File: src/rtl/core/rpm_pkg.sv
// package for the resolution peak merger: field widths, fsm states,
// command and status structs shared by controller and datapath
// no dependencies
package rpm_pkg;

    localparam int MASS_W      = 40;
    localparam int ABUN_W      = 32;
    localparam int ID_W        = 8;
    localparam int RP_W        = 24;
    localparam int MASS_LO_W   = 20;
    localparam int DEF_MAX_PEAKS = 64;
    localparam logic [RP_W-1:0] RP_RESET = 24'd100000;

    typedef enum logic [4:0] {
        S_LOAD, S_FIND_GO, S_FIND, S_PICK, S_HALF_GO, S_HALF, S_WIN,
        S_MERGE_GO, S_MERGE, S_MEAN_GO, S_MEAN, S_STORE,
        S_SEL_GO, S_SEL, S_ORD, S_OLOAD, S_OUT, S_CLEAR
    } t_state;

    typedef enum logic [1:0] {SCAN_FIND, SCAN_MERGE, SCAN_SEL} t_scan;
    typedef enum logic {DIV_HALF, DIV_MEAN} t_div;

    typedef struct packed {
        logic  load;
        logic  scan_start;
        t_scan scan_mode;
        logic  div_start;
        t_div  div_mode;
        logic  set_window;
        logic  store;
        logic  out_load;
        logic  clear;
    } t_cmd;

    typedef struct packed {
        logic scan_busy;
        logic div_busy;
        logic found;
        logic sel_found;
        logic out_busy;
    } t_sts;

endpackage

File: src/rtl/core/rpm_ctrl.sv
// sequencing fsm of the resolution peak merger
// depends on rpm_pkg
module rpm_ctrl import rpm_pkg::*; (
    input  logic i_clk,
    input  logic i_rst_n,
    input  logic i_valid,
    input  logic i_last_in,
    input  t_sts i_sts,
    output logic o_ready,
    output t_cmd o_cmd
);

    t_state r_state, n_state;

    always_ff @(posedge i_clk) begin
        if (!i_rst_n) begin
            r_state <= S_LOAD;
        end else begin
            r_state <= n_state;
        end
    end

    always_comb begin
        n_state = r_state;
        o_cmd   = '0;
        o_ready = 1'b0;
        case (r_state)
            S_LOAD: begin
                o_ready = 1'b1;
                if (i_valid) begin
                    o_cmd.load = 1'b1;
                    if (i_last_in) n_state = S_FIND_GO;
                end
            end
            S_FIND_GO: begin
                o_cmd.scan_start = 1'b1;
                o_cmd.scan_mode  = SCAN_FIND;
                n_state = S_FIND;
            end
            S_FIND: begin
                if (!i_sts.scan_busy) n_state = i_sts.found ? S_PICK : S_SEL_GO;
            end
            S_PICK: n_state = S_HALF_GO;
            S_HALF_GO: begin
                o_cmd.div_start = 1'b1;
                o_cmd.div_mode  = DIV_HALF;
                n_state = S_HALF;
            end
            S_HALF: begin
                if (!i_sts.div_busy) n_state = S_WIN;
            end
            S_WIN: begin
                o_cmd.set_window = 1'b1;
                n_state = S_MERGE_GO;
            end
            S_MERGE_GO: begin
                o_cmd.scan_start = 1'b1;
                o_cmd.scan_mode  = SCAN_MERGE;
                n_state = S_MERGE;
            end
            S_MERGE: begin
                if (!i_sts.scan_busy) n_state = S_MEAN_GO;
            end
            S_MEAN_GO: begin
                o_cmd.div_start = 1'b1;
                o_cmd.div_mode  = DIV_MEAN;
                n_state = S_MEAN;
            end
            S_MEAN: begin
                if (!i_sts.div_busy) n_state = S_STORE;
            end
            S_STORE: begin
                o_cmd.store = 1'b1;
                n_state = S_FIND_GO;
            end
            S_SEL_GO: begin
                o_cmd.scan_start = 1'b1;
                o_cmd.scan_mode  = SCAN_SEL;
                n_state = S_SEL;
            end
            S_SEL: begin
                if (!i_sts.scan_busy) n_state = i_sts.sel_found ? S_ORD : S_CLEAR;
            end
            S_ORD: n_state = S_OLOAD;
            S_OLOAD: begin
                o_cmd.out_load = 1'b1;
                n_state = S_OUT;
            end
            S_OUT: begin
                if (!i_sts.out_busy) n_state = S_SEL_GO;
            end
            S_CLEAR: begin
                o_cmd.clear = 1'b1;
                n_state = S_LOAD;
            end
            default: n_state = S_LOAD;
        endcase
    end

endmodule

File: config.mk
export PLATFORM = sky130hd
export DESIGN_NAME = rpm_ctrl
export DESIGN_NICKNAME = d
export VERILOG_FILES = /design/src/rtl/core/rpm_pkg.sv /design/src/rtl/core/rpm_ctrl.sv
export SDC_FILE = /design/constraint.sdc
export NUM_CORES = 1
export LEC_CHECK = 0
export BUFFER_PORTS_ARGS = -buffer_cell sky130_fd_sc_hd__buf_2
export CAP_MARGIN = 0
export CELL_PAD_IN_SITES_DETAIL_PLACEMENT = 1
export CELL_PAD_IN_SITES_GLOBAL_PLACEMENT = 1
export CORE_AREA = 2 2 44 54
export CTS_CLUSTER_SIZE = 24
export DETAILED_ROUTE_END_ITERATION = 10
export DIE_AREA = 0 0 46 56
export PLACE_DENSITY_LB_ADDON = 0.12
export SYNTH_ARGS = -nofsm -noshare
export SYNTH_HDL_FRONTEND = slang
export SYNTH_SLANG_ARGS = --single-unit
File: constraint.sdc
create_clock -name i_clk -period 2.1 [get_ports i_clk]
set_input_delay 0.42 -clock i_clk [delete_from_list [all_inputs] [get_ports i_clk]]
set_output_delay 0.42 -clock i_clk [all_outputs]
set_load 0.02 [all_outputs]
==> parameters.txt, run 1 <==
Parameter                              Value

Synthesis
  Dominant synthesized flop cell ... sky130_fd_sc_hd__dfxtp_1
  Seq cells post-synth ... 5
  Post-Synthesis Net Count ... 99
  Fraction of synthesis flops using an asynchronous set or reset pin ... 0%
  Sequential element share of the synthesized area ... 14.65%
  Area leader, netlist ... sky130_fd_sc_hd__dfxtp_1
  Cell with the most instances after synthesis ... sky130_fd_sc_hd__nor2_1
  Fraction of post-synthesis cell area in the top cell type by area ... 14.65%
  Top cells by count, synth ... sky130_fd_sc_hd__nor2_1, sky130_fd_sc_hd__nand2_1, sky130_fd_sc_hd__buf_2, sky130_fd_sc_hd__dfxtp_1
  Average size of a mapped cell ... 7.591 µm²
  Post-synthesis cell type count ... 38
  Yosys warning count ... 0
  Post-synthesis cell count ... 90
  Number of enable flip-flop cells after synthesis ... 0
  Mapped Area ... 683.2 µm²
  Cells taking the most area after synthesis ... sky130_fd_sc_hd__dfxtp_1, sky130_fd_sc_hd__nor2_1, sky130_fd_sc_hd__nor3b_1, sky130_fd_sc_hd__nand2_1, sky130_fd_sc_hd__o221ai_4

Timing
  Setup TNS Final ... 0 ps
  Worst hold slack after final layout ... 463.5 ps
  Final clock period utilization by the worst path ... 94.19%
  Final Critical Period ... 1978 ps
  Final Max Slew Viols ... 0
  RSZ-0062 raised after global routing ... no
  Final worst setup slack ... 122.1 ps
  Total count of hold-check failures in the final report ... 0
  Final Skew ... 1.406 ps
  Fmax ... 0.5056 GHz
  Slew @ Worst Pin ... 538.5 ps
  Setup-violating endpoint count in the final report ... 0
  Max_slew headroom ... 63.59%

Die
  Die area ... 0.002576 mm²
  Standard-cell row count ... 18
  Starting density of the core ... 33.70%
  Die Y ... 56 µm
  Floorplan core area ... 0.002027 mm²
  I/O pins ... 20
  Die X-Extent ... 46 µm

Critical path
  Sequence of cells on the critical path ... or3b_1, nor3b_1, buf_2
  Class of the most critical setup path ... reg2out
  Highest cell delay on the worst timing path ... 500 ps
  Worst Setup End Kind ... primary output
  CP required ... 1680 ps
  CP Data Arrival Time ... 1560 ps
  Critical path launch point type ... flop
  Slowest stage cell, crit path ... sky130_fd_sc_hd__or3b_1
  Maximum net fanout on the critical path ... 11

Finish
  Number of flip-flops in the largest register ... 5
  Top flop regs ... r_state x5
  Filler-free cell count of the finished design ... 127
  Fraction of final layout cells with drive strength greater than 1 ... 34.58%
  Reg with most FFs ... r_state
  Final standard cell utilization of the core ... 39.32%
  Finished Cell Area ... 797.0 µm²
  P&R area growth vs syn ... 16.67%
  Antenna diode count ... 0
  Number of nets in the final layout ... 117

Place
  Placed wire-length estimate after detailed placement ... 1354 µm
  Number of cells after detailed placement ... 123
  Routability cong. ... 0.7083
  Post-placement worst setup slack ... 240.9 ps
  Placed inst area ... 767.0 µm²
  Input/output buffers ... 19

Global routing
  Largest net degree at the start of global routing ... 19
  Remaining Overflow, GRT ... 0
  Initial antenna violation count ... 0
  Wire length of the first global-routing pass ... 2939 µm
  Number of global-route vias before repair ... 664
  GRT Resource Usage Total ... 15.21%

Clock network
  Clock root buffer ... sky130_fd_sc_hd__clkbuf_4
  Clock buffer depth ... 2
  Maximum level of the CTS H-tree ... 1
  Total setup buffers inserted after CTS ... 0
  Reg clk slew, reported paths ... 40 ps
  TritonCTS clock tree ... yes
  CTS sink cnt ... 5
  Number of buffers added by the clock tree synthesis step ... 3
  Clock insertion delay at the later pin of the skew report ... 240 ps

Status
  Run status ... completed

Routing
  Post-DRT Antenna Nets ... 0
  DR DRC count ... 0
  Number of iterations in the first detailed-routing pass ... 3
  Wire length after detailed routing ... 1795 µm
  Count of vias placed by the detailed router ... 695
  Final routed wire length divided by cell count ... 14.13 µm
  Number of vias per cell ... 5.472
  DR iter-0 viols ... 6

Pwr
  Overall power of the completed layout ... 0.8373 mW
  Max IR drop VDD ... 0.3433 mV
  Leakage power ... 0.3774 nW
  Total power divided by cell area ... 1051 mW/mm²

Job
  Maxcap violations ... 0

Hold path
  Worst Hold Class ... in2reg
cells in the final DEF, fill, tap and decap left out, types with 2 or more instances in the layout:
master,n
sky130_fd_sc_hd__a21boi_1,3
sky130_fd_sc_hd__a21oi_1,4
sky130_fd_sc_hd__and2_1,2
sky130_fd_sc_hd__and3_1,2
sky130_fd_sc_hd__and3b_1,2
sky130_fd_sc_hd__buf_2,19
sky130_fd_sc_hd__buf_4,4
sky130_fd_sc_hd__clkbuf_4,3
sky130_fd_sc_hd__dfxtp_1,2
sky130_fd_sc_hd__dfxtp_2,3
sky130_fd_sc_hd__nand2_1,7
sky130_fd_sc_hd__nand2b_1,2
sky130_fd_sc_hd__nand3_1,3
sky130_fd_sc_hd__nand3b_1,3
sky130_fd_sc_hd__nor2_1,11
sky130_fd_sc_hd__nor2b_1,3
sky130_fd_sc_hd__nor3_1,4
sky130_fd_sc_hd__nor3b_1,4
sky130_fd_sc_hd__o21ai_0,2
sky130_fd_sc_hd__o31ai_1,3
sky130_fd_sc_hd__or3_1,2
sky130_fd_sc_hd__xor2_1,3
per-layer routing:
metal | track usage, % | part of all wire, % | wire [µm]
met4 | 7.347 | 1.6 | 29
met1 | 17.32 | 41 | 733
met5 | 0 | 0 | 0
met2 | 26.59 | 53 | 955
met3 | 1.299 | 4.2 | 76
cell families (layout without fill, tap and decap cells):
| kind of cell | after synthesis | in the layout | synth area share (%) |
|---|---|---|---|
| xor+xnor | 3 | 3 | 3.847 |
| simple gates | 53 | 53 | 46.70 |
| buf+inv | 10 | 27 | 9.706 |
| flops | 5 | 5 | 14.65 |
| compound gates | 19 | 19 | 25.09 |
critical path: cells and delay by family (launching register included):
kind / cells / cell delay (ps)
flip-flops: 1 / 400
AND/OR/NAND/NOR: 2 / 720
buffers and inverters: 1 / 190
worst paths after layout:
kind	endpoint	slack, ps	from	depth (start not counted)
hold / removal	r_state[0]	460	i_rst_n	2
setup reg to reg	r_state[0]	380	r_state[4]	5
hold reg to reg	r_state[1]	580	r_state[1]	2
setup / recovery	o_cmd[3]	120	r_state[4]	3
area by class of cell:
type / count / area [µm²]
repair buffers: 23 / 125.1
well taps: 20 / 25.02
flip-flops and latches: 5 / 103.9
fillers: 270 / 1230
clock buffers: 4 / 26.28
multi-input cells: 75 / 516.7
power breakdown:
| group | total, mW | internal [mW] | switching [mW] |
|---|---|---|---|
| Clock | 0.113 | 0.0719 | 0.0409 |
| Combinational | 0.528 | 0.222 | 0.306 |
| Sequential | 0.197 | 0.122 | 0.0742 |
repair_timing:
action,CTS,global route
gates cloned,0,0
hold buffers,0,0
endpoints found under the setup margin,1,5
resized for setup,1,2
pin swaps,0,0
Power figures use the tool's default switching activity.
==> run 2: changes to the inputs <==
--- a/config.mk
+++ b/config.mk
@@ -6,14 +6,14 @@
 export NUM_CORES = 1
 export LEC_CHECK = 0
 export BUFFER_PORTS_ARGS = -buffer_cell sky130_fd_sc_hd__buf_2
-export CAP_MARGIN = 0
+export CAP_MARGIN = 15
 export CELL_PAD_IN_SITES_DETAIL_PLACEMENT = 1
 export CELL_PAD_IN_SITES_GLOBAL_PLACEMENT = 1
 export CORE_AREA = 2 2 44 54
 export CTS_CLUSTER_SIZE = 24
 export DETAILED_ROUTE_END_ITERATION = 10
 export DIE_AREA = 0 0 46 56
-export PLACE_DENSITY_LB_ADDON = 0.12
+export PLACE_DENSITY_LB_ADDON = 0.1
 export SYNTH_ARGS = -nofsm -noshare
 export SYNTH_HDL_FRONTEND = slang
 export SYNTH_SLANG_ARGS = --single-unit
==> run 2 against run 1 <==
Utilization up 0.68 points. Non-clock buffer count rose by 2. Flip-flop and latch count did not move.
==> parameters.txt, run 2 (synthesis gave the netlist of run 1 again) <==
Parameter                              Value

Timing
  Slew @ Worst Pin ... 508.2 ps
  Fmax ... 0.5022 GHz
  Setup-violating endpoint count in the final report ... 0
  Final Max Slew Viols ... 0
  Max_slew headroom ... 65.64%
  Final Skew ... 7.638 ps
  Final clock period utilization by the worst path ... 94.82%
  RSZ-0062 raised after global routing ... no
  Final worst setup slack ... 108.7 ps
  Setup TNS Final ... 0 ps
  Total count of hold-check failures in the final report ... 0
  Final Critical Period ... 1991 ps

Critical path
  CP Data Arrival Time ... 1570 ps
  Slowest stage cell, crit path ... sky130_fd_sc_hd__or3b_1
  CP required ... 1680 ps
  Class of the most critical setup path ... reg2out
  Maximum net fanout on the critical path ... 9
  Worst Setup End Kind ... primary output
  Critical path launch point type ... flop
  Highest cell delay on the worst timing path ... 510 ps
  Sequence of cells on the critical path ... or3b_1, nor3b_1, buf_2

Die
  Die Y ... 56 µm
  Floorplan core area ... 0.002027 mm²
  I/O pins ... 20
  Die X-Extent ... 46 µm
  Starting density of the core ... 33.70%
  Die area ... 0.002576 mm²
  Standard-cell row count ... 18

Routing
  DR DRC count ... 0
  Final routed wire length divided by cell count ... 15.67 µm
  DR iter-0 viols ... 18
  Post-DRT Antenna Nets ... 0
  Number of vias per cell ... 5.364
  Wire length after detailed routing ... 2021 µm
  Count of vias placed by the detailed router ... 692
  Number of iterations in the first detailed-routing pass ... 3

Pwr
  Overall power of the completed layout ... 0.8652 mW
  Leakage power ... 0.3877 nW
  Total power divided by cell area ... 1067 mW/mm²
  Max IR drop VDD ... 0.3501 mV

Job
  Maxcap violations ... 0

Global routing
  GRT Resource Usage Total ... 16.18%
  Wire length of the first global-routing pass ... 3132 µm
  Remaining Overflow, GRT ... 0
  Largest net degree at the start of global routing ... 15
  Initial antenna violation count ... 0
  Number of global-route vias before repair ... 687

Hold path
  Worst Hold Class ... in2reg

Finish
  Fraction of final layout cells with drive strength greater than 1 ... 34.86%
  Most common cell after layout, fill and taps aside ... sky130_fd_sc_hd__buf_2
  Antenna diode count ... 0
  Filler-free cell count of the finished design ... 129
  Finished Cell Area ... 810.8 µm²
  Reg with most FFs ... r_state
  Number of flip-flops in the largest register ... 5
  Number of nets in the final layout ... 119
  P&R area growth vs syn ... 18.68%
  Top flop regs ... r_state x5
  Most used cells in the layout excluding fill and tap cells ... sky130_fd_sc_hd__buf_2, sky130_fd_sc_hd__nor2_1, sky130_fd_sc_hd__nand2_1
  Number of filler cells placed in the layout ... 283

Clock network
  Number of buffers added by the clock tree synthesis step ... 3
  Reg clk slew, reported paths ... 50 ps
  TritonCTS clock tree ... yes
  Clock root buffer ... sky130_fd_sc_hd__clkbuf_4
  Clock insertion delay at the later pin of the skew report ... 240 ps
  Clock buffer depth ... 2
  Maximum level of the CTS H-tree ... 1
  CTS sink cnt ... 5
  Total setup buffers inserted after CTS ... 0

Place
  Routability cong. ... 0.7399
  Placed inst area ... 782.0 µm²
  Placed wire-length estimate after detailed placement ... 1523 µm
  Post-placement worst setup slack ... 340.4 ps
  Number of cells after detailed placement ... 125
  Input/output buffers ... 19

Status
  Run status ... completed
==> run 2: cell types whose count changed in the layout (fill, tap and decap cells not counted), sizes merged <==
cell  before  now
buf       23   25
==> run 2: critical path: cells and delay by family, from the launching register on <==
family / cells / cell delay (ps)
AND/OR/NAND/NOR: 2 / 750
buffers and inverters: 1 / 200
flip-flops: 1 / 380
==> run 2: stage by stage <==
step	hold slack (ps)	util, %
6_report	478.7	40.00
5_1_grt	473.8	40.00
4_1_cts	476.8	39.88
3_5_place_dp	671.6	38.58
3_3_place_gp	665.2	38.58
2_1_floorplan	558.7	-
==> run 2: what timing repair did <==
action	in CTS	in global routing
hold buffers	0	0
gates resized for setup	0	2
endpoints found under the setup margin	0	3
==> run 2: cell type report <==
| type | count | area [µm²] | share of cell area [%] |
|---|---|---|---|
| Sequential cell | 5 | 102.6 | 12.65 |
| Clock buffer | 4 | 26.28 | 3.241 |
| Timing Repair Buffer | 25 | 140.1 | 17.28 |
| Tap cell | 20 | 25.02 | 3.086 |
| Multi-Input combinational cell | 75 | 516.7 | 63.73 |
==> run 2: final timing paths <==
| check | from | endpoint | slack, ps | cells after the start |
|---|---|---|---|---|
| min reg2reg | r_state[2] | r_state[2] | 680 | 3 |
| max | r_state[4] | o_cmd[3] | 110 | 3 |
| max reg2reg | r_state[4] | r_state[0] | 350 | 6 |
| min | i_rst_n | r_state[1] | 480 | 2 |
==> run 2: power breakdown <==
part / switching (mW) / total (mW) / internal (mW) / leakage (nW)
sequential: 0.0531 / 0.174 / 0.121 / 0.0416
clock: 0.0421 / 0.114 / 0.0720 / 0.0150
combinational: 0.341 / 0.577 / 0.236 / 0.331
==> run 2: routing by layer <==
metal	vias up	part of all wire [%]	global-route usage (%)
met1	315	45	21.90
met4	0	1.1	6.939
met3	2	2.8	1.948
met5	-	0	0
li1	360	-	-
met2	15	51	24.80
==> run 3: changes to the inputs <==
--- a/config.mk
+++ b/config.mk
@@ -5,6 +5,7 @@
 export SDC_FILE = /design/constraint.sdc
 export NUM_CORES = 1
 export LEC_CHECK = 0
+export ABC_AREA = 1
 export BUFFER_PORTS_ARGS = -buffer_cell sky130_fd_sc_hd__buf_2
 export CAP_MARGIN = 15
 export CELL_PAD_IN_SITES_DETAIL_PLACEMENT = 1
==> run 3 against run 2 <==
Cell count grew 19%. Synthesized cell count grew 23%. Sequential share of layout area grew 0.56 points. First-iteration DRC count is 61% lower. Die area unchanged. Clock skew is 3.8 ps lower. Clock power is essentially flat. Non-clock buffer count down 6. Global-route usage rose by 1.6 points. Hold slack gained 3.1 ps. Largest cell class unchanged.
==> parameters.txt, run 3 <==
Parameter                              Value

Pwr
  Leakage power ... 0.4477 nW
  Max IR drop VDD ... 0.5059 mV
  Total power divided by cell area ... 979.7 mW/mm²
  Overall power of the completed layout ... 0.7515 mW

Synthesis
  Simple-gate area share of the yosys netlist ... 61.88%
  Fraction of post-synthesis cell area in the top cell type by area ... 15.97%
  Post-Synthesis Net Count ... 120
  Mapped Area ... 626.9 µm²
  Top cells by count, synth ... sky130_fd_sc_hd__nand2_1, sky130_fd_sc_hd__inv_1, sky130_fd_sc_hd__nand3_1
  Post-synthesis cell type count ... 19
  Cells taking the most area after synthesis ... sky130_fd_sc_hd__dfxtp_1, sky130_fd_sc_hd__nand2_1, sky130_fd_sc_hd__nand3_1, sky130_fd_sc_hd__inv_1, sky130_fd_sc_hd__nor2_1
  Combinational family with the most area after synthesis ... simple AND/OR/NAND/NOR gates
  Number of enable flip-flop cells after synthesis ... 0
  Yosys warning count ... 0
  Sequential element share of the synthesized area ... 15.97%
  Seq cells post-synth ... 5
  Cell with the most instances after synthesis ... sky130_fd_sc_hd__nand2_1
  Share of synthesized area spent on multiplexers ... 0%
  Fraction of synthesis flops using an asynchronous set or reset pin ... 0%
  Dominant synthesized flop cell ... sky130_fd_sc_hd__dfxtp_1
  Average size of a mapped cell ... 5.647 µm²
  Post-synthesis compound-gate area fraction ... 8.383%
  Post-Synth XOR/XNOR Area ... 0%
  Post-synthesis cell count ... 111
  Fraction of the mapped netlist area in adder cells ... 0%
  Area leader, netlist ... sky130_fd_sc_hd__dfxtp_1

Global routing
  Remaining Overflow, GRT ... 0
  Met2 usage ... 29.37%
  Met3 usage in global routing ... 1.948%
  GRT Resource Usage Total ... 17.74%
  Wire length of the first global-routing pass ... 3360 µm
  Global-route met1 utilization ... 22.14%
  Top Usage Layer GRT ... met2
  Number of global-route vias before repair ... 767
  Initial antenna violation count ... 0
  Largest net degree at the start of global routing ... 9

Timing
  Final Max Slew Viols ... 0
  Fmax ... 0.5173 GHz
  Total count of hold-check failures in the final report ... 0
  Final clock period utilization by the worst path ... 92.06%
  Setup-violating endpoint count in the final report ... 0
  Worst hold slack after final layout ... 481.8 ps
  Slew @ Worst Pin ... 390.9 ps
  Max_slew headroom ... 73.91%
  Final Skew ... 3.830 ps
  RSZ-0062 raised after global routing ... no
  Setup TNS Final ... 0 ps
  Final Critical Period ... 1933 ps

Critical path
  Setup slack, reg-to-reg ... 550 ps
  FF-to-FF End ... r_state[3]
  Slowest stage cell, crit path ... sky130_fd_sc_hd__dfxtp_1
  R2R cell count ... 9
  Critical path launch point type ... flop
  Maximum net fanout on the critical path ... 7
  Class of the most critical setup path ... reg2out
  Startpoint of the worst register-to-register path ... r_state[4]
  CP required ... 1680 ps
  Sequence of cells on the critical path ... nand2_2, nor2_2, nand3_1, o311ai_0, buf_2
  Worst Setup End Kind ... primary output
  Highest cell delay on the worst timing path ... 460 ps
  CP Data Arrival Time ... 1510 ps

Routing
  Wire length after detailed routing ... 2014 µm
  Count of vias placed by the detailed router ... 782
  Final routed wire length divided by cell count ... 13.16 µm
  Number of vias per cell ... 5.111
  DR DRC count ... 0
  Number of iterations in the first detailed-routing pass ... 4
  DR iter-0 viols ... 7
  Post-DRT Antenna Nets ... 0

Hold path
  Hold Crit Endpoint ... r_state[1]
  Worst hold start ... i_rst_n
  Worst Hold Class ... in2reg
  Cell depth of the worst min-delay path ... 3

Die
  I/O pins ... 20
  Floorplan core area ... 0.002027 mm²
  Standard-cell row count ... 18
  Die Y ... 56 µm
  Starting density of the core ... 30.93%
  Die area ... 0.002576 mm²
  Die X-Extent ... 46 µm

Finish
  Reg with most FFs ... r_state
  Filler-free cell count of the finished design ... 153
  Most used cells in the layout excluding fill and tap cells ... sky130_fd_sc_hd__nand2_1, sky130_fd_sc_hd__buf_2, sky130_fd_sc_hd__inv_1
  Top flop regs ... r_state x5
  Number of filler cells placed in the layout ... 304
  Fraction of final layout cells with drive strength greater than 1 ... 33.08%
  P&R area growth vs syn ... 22.36%
  Antenna diode count ... 0
  Number of flip-flops in the largest register ... 5
  Most common cell after layout, fill and taps aside ... sky130_fd_sc_hd__nand2_1
  Number of nets in the final layout ... 143

Status
  Run status ... completed

Clock network
  Clock buffer depth ... 2
  Total setup buffers inserted after CTS ... 0
  # resized after CTS ... 0
  Reg clk slew, reported paths ... 40 ps
  TritonCTS clock tree ... yes
  Number of buffers added by the clock tree synthesis step ... 3
  Maximum level of the CTS H-tree ... 1
  Cts hold-fix bufs ... 0
  CTS sink cnt ... 5
  Clock root buffer ... sky130_fd_sc_hd__clkbuf_4
  Clock insertion delay at the later pin of the skew report ... 240 ps

Place
  Number of cells after detailed placement ... 149
  Placed wire-length estimate after detailed placement ... 1739 µm
  Routability cong. ... 0.8413
  Input/output buffers ... 19

Job
  Maxcap violations ... 0
run 3: changes by cell type in the layout (fill, tap and decap cells not counted), moves of 4 or more:
| cell | previous run | this run |
|---|---|---|
| sky130_fd_sc_hd__nor3b_1 | 4 | 0 |
| sky130_fd_sc_hd__nand4_1 | 0 | 4 |
| sky130_fd_sc_hd__nor2_2 | 0 | 4 |
| sky130_fd_sc_hd__nand2_2 | 0 | 6 |
| sky130_fd_sc_hd__nand3_1 | 3 | 16 |
| sky130_fd_sc_hd__inv_1 | 0 | 17 |
| sky130_fd_sc_hd__buf_4 | 6 | 0 |
| sky130_fd_sc_hd__nand2_1 | 7 | 25 |
run 3: logic make-up (layout without fill, tap and decap cells):
logic type,after synthesis,in the layout
flip-flops,5,5
AO/OA/AOI/OAI,9,9
buffers and inverters,22,44
AND/OR/NAND/NOR,75,75
run 3: layout make-up:
class | instances | area [µm²] | share of cell area, %
multi-input combinational | 84 | 440.4 | 57.42
sequential | 5 | 101.3 | 13.21
timing repair buffer | 19 | 95.09 | 12.40
inverter | 21 | 78.83 | 10.28
clock buffer | 4 | 26.28 | 3.426
tap | 20 | 25.02 | 3.263
run 3: worst max path at each step:
stage,end,cells past startpoint,startpoint
after global routing,o_cmd[8],5,r_state[0]
after detailed placement,o_cmd[5],5,r_state[2]
after global placement,o_cmd[8],4,r_state[2]
after CTS,o_cmd[5],5,r_state[2]
final,o_cmd[8],5,r_state[0]
after floorplan,o_cmd[8],3,r_state[2]
run 3: worst max-delay path: cells and delay by family, from the launching register on:
kind,cells,cell delay (ps)
flip-flops,1,460
AO/OA/AOI/OAI,1,120
AND/OR/NAND/NOR,3,450
buffers and inverters,1,230
run 3: power breakdown:
| group | leakage [nW] | switching [mW] | total, mW | internal, mW |
|---|---|---|---|---|
| sequential | 0.0411 | 0.0432 | 0.159 | 0.116 |
| combinational | 0.392 | 0.322 | 0.481 | 0.159 |
| clock | 0.0150 | 0.0395 | 0.111 | 0.0718 |
run 3: layer usage:
| layer | wire, µm | part of all wire, % |
|---|---|---|
| met1 | 873 | 43 |
| met2 | 1046 | 52 |
| met3 | 61 | 3.0 |
| met4 | 34 | 1.7 |
| met5 | 0 | 0 |
run 3: per-stage QoR:
stage               utilization (%)  cell area, µm²  setup slack, ps
floorplan                         -           626.9            203.3
global placement              36.48           739.5            422.6
detailed placement            36.48           739.5            396.4
CTS                           37.78           765.7            126.2
global route                  37.84           767.0            25.07
finish                        37.84           767.0            166.8
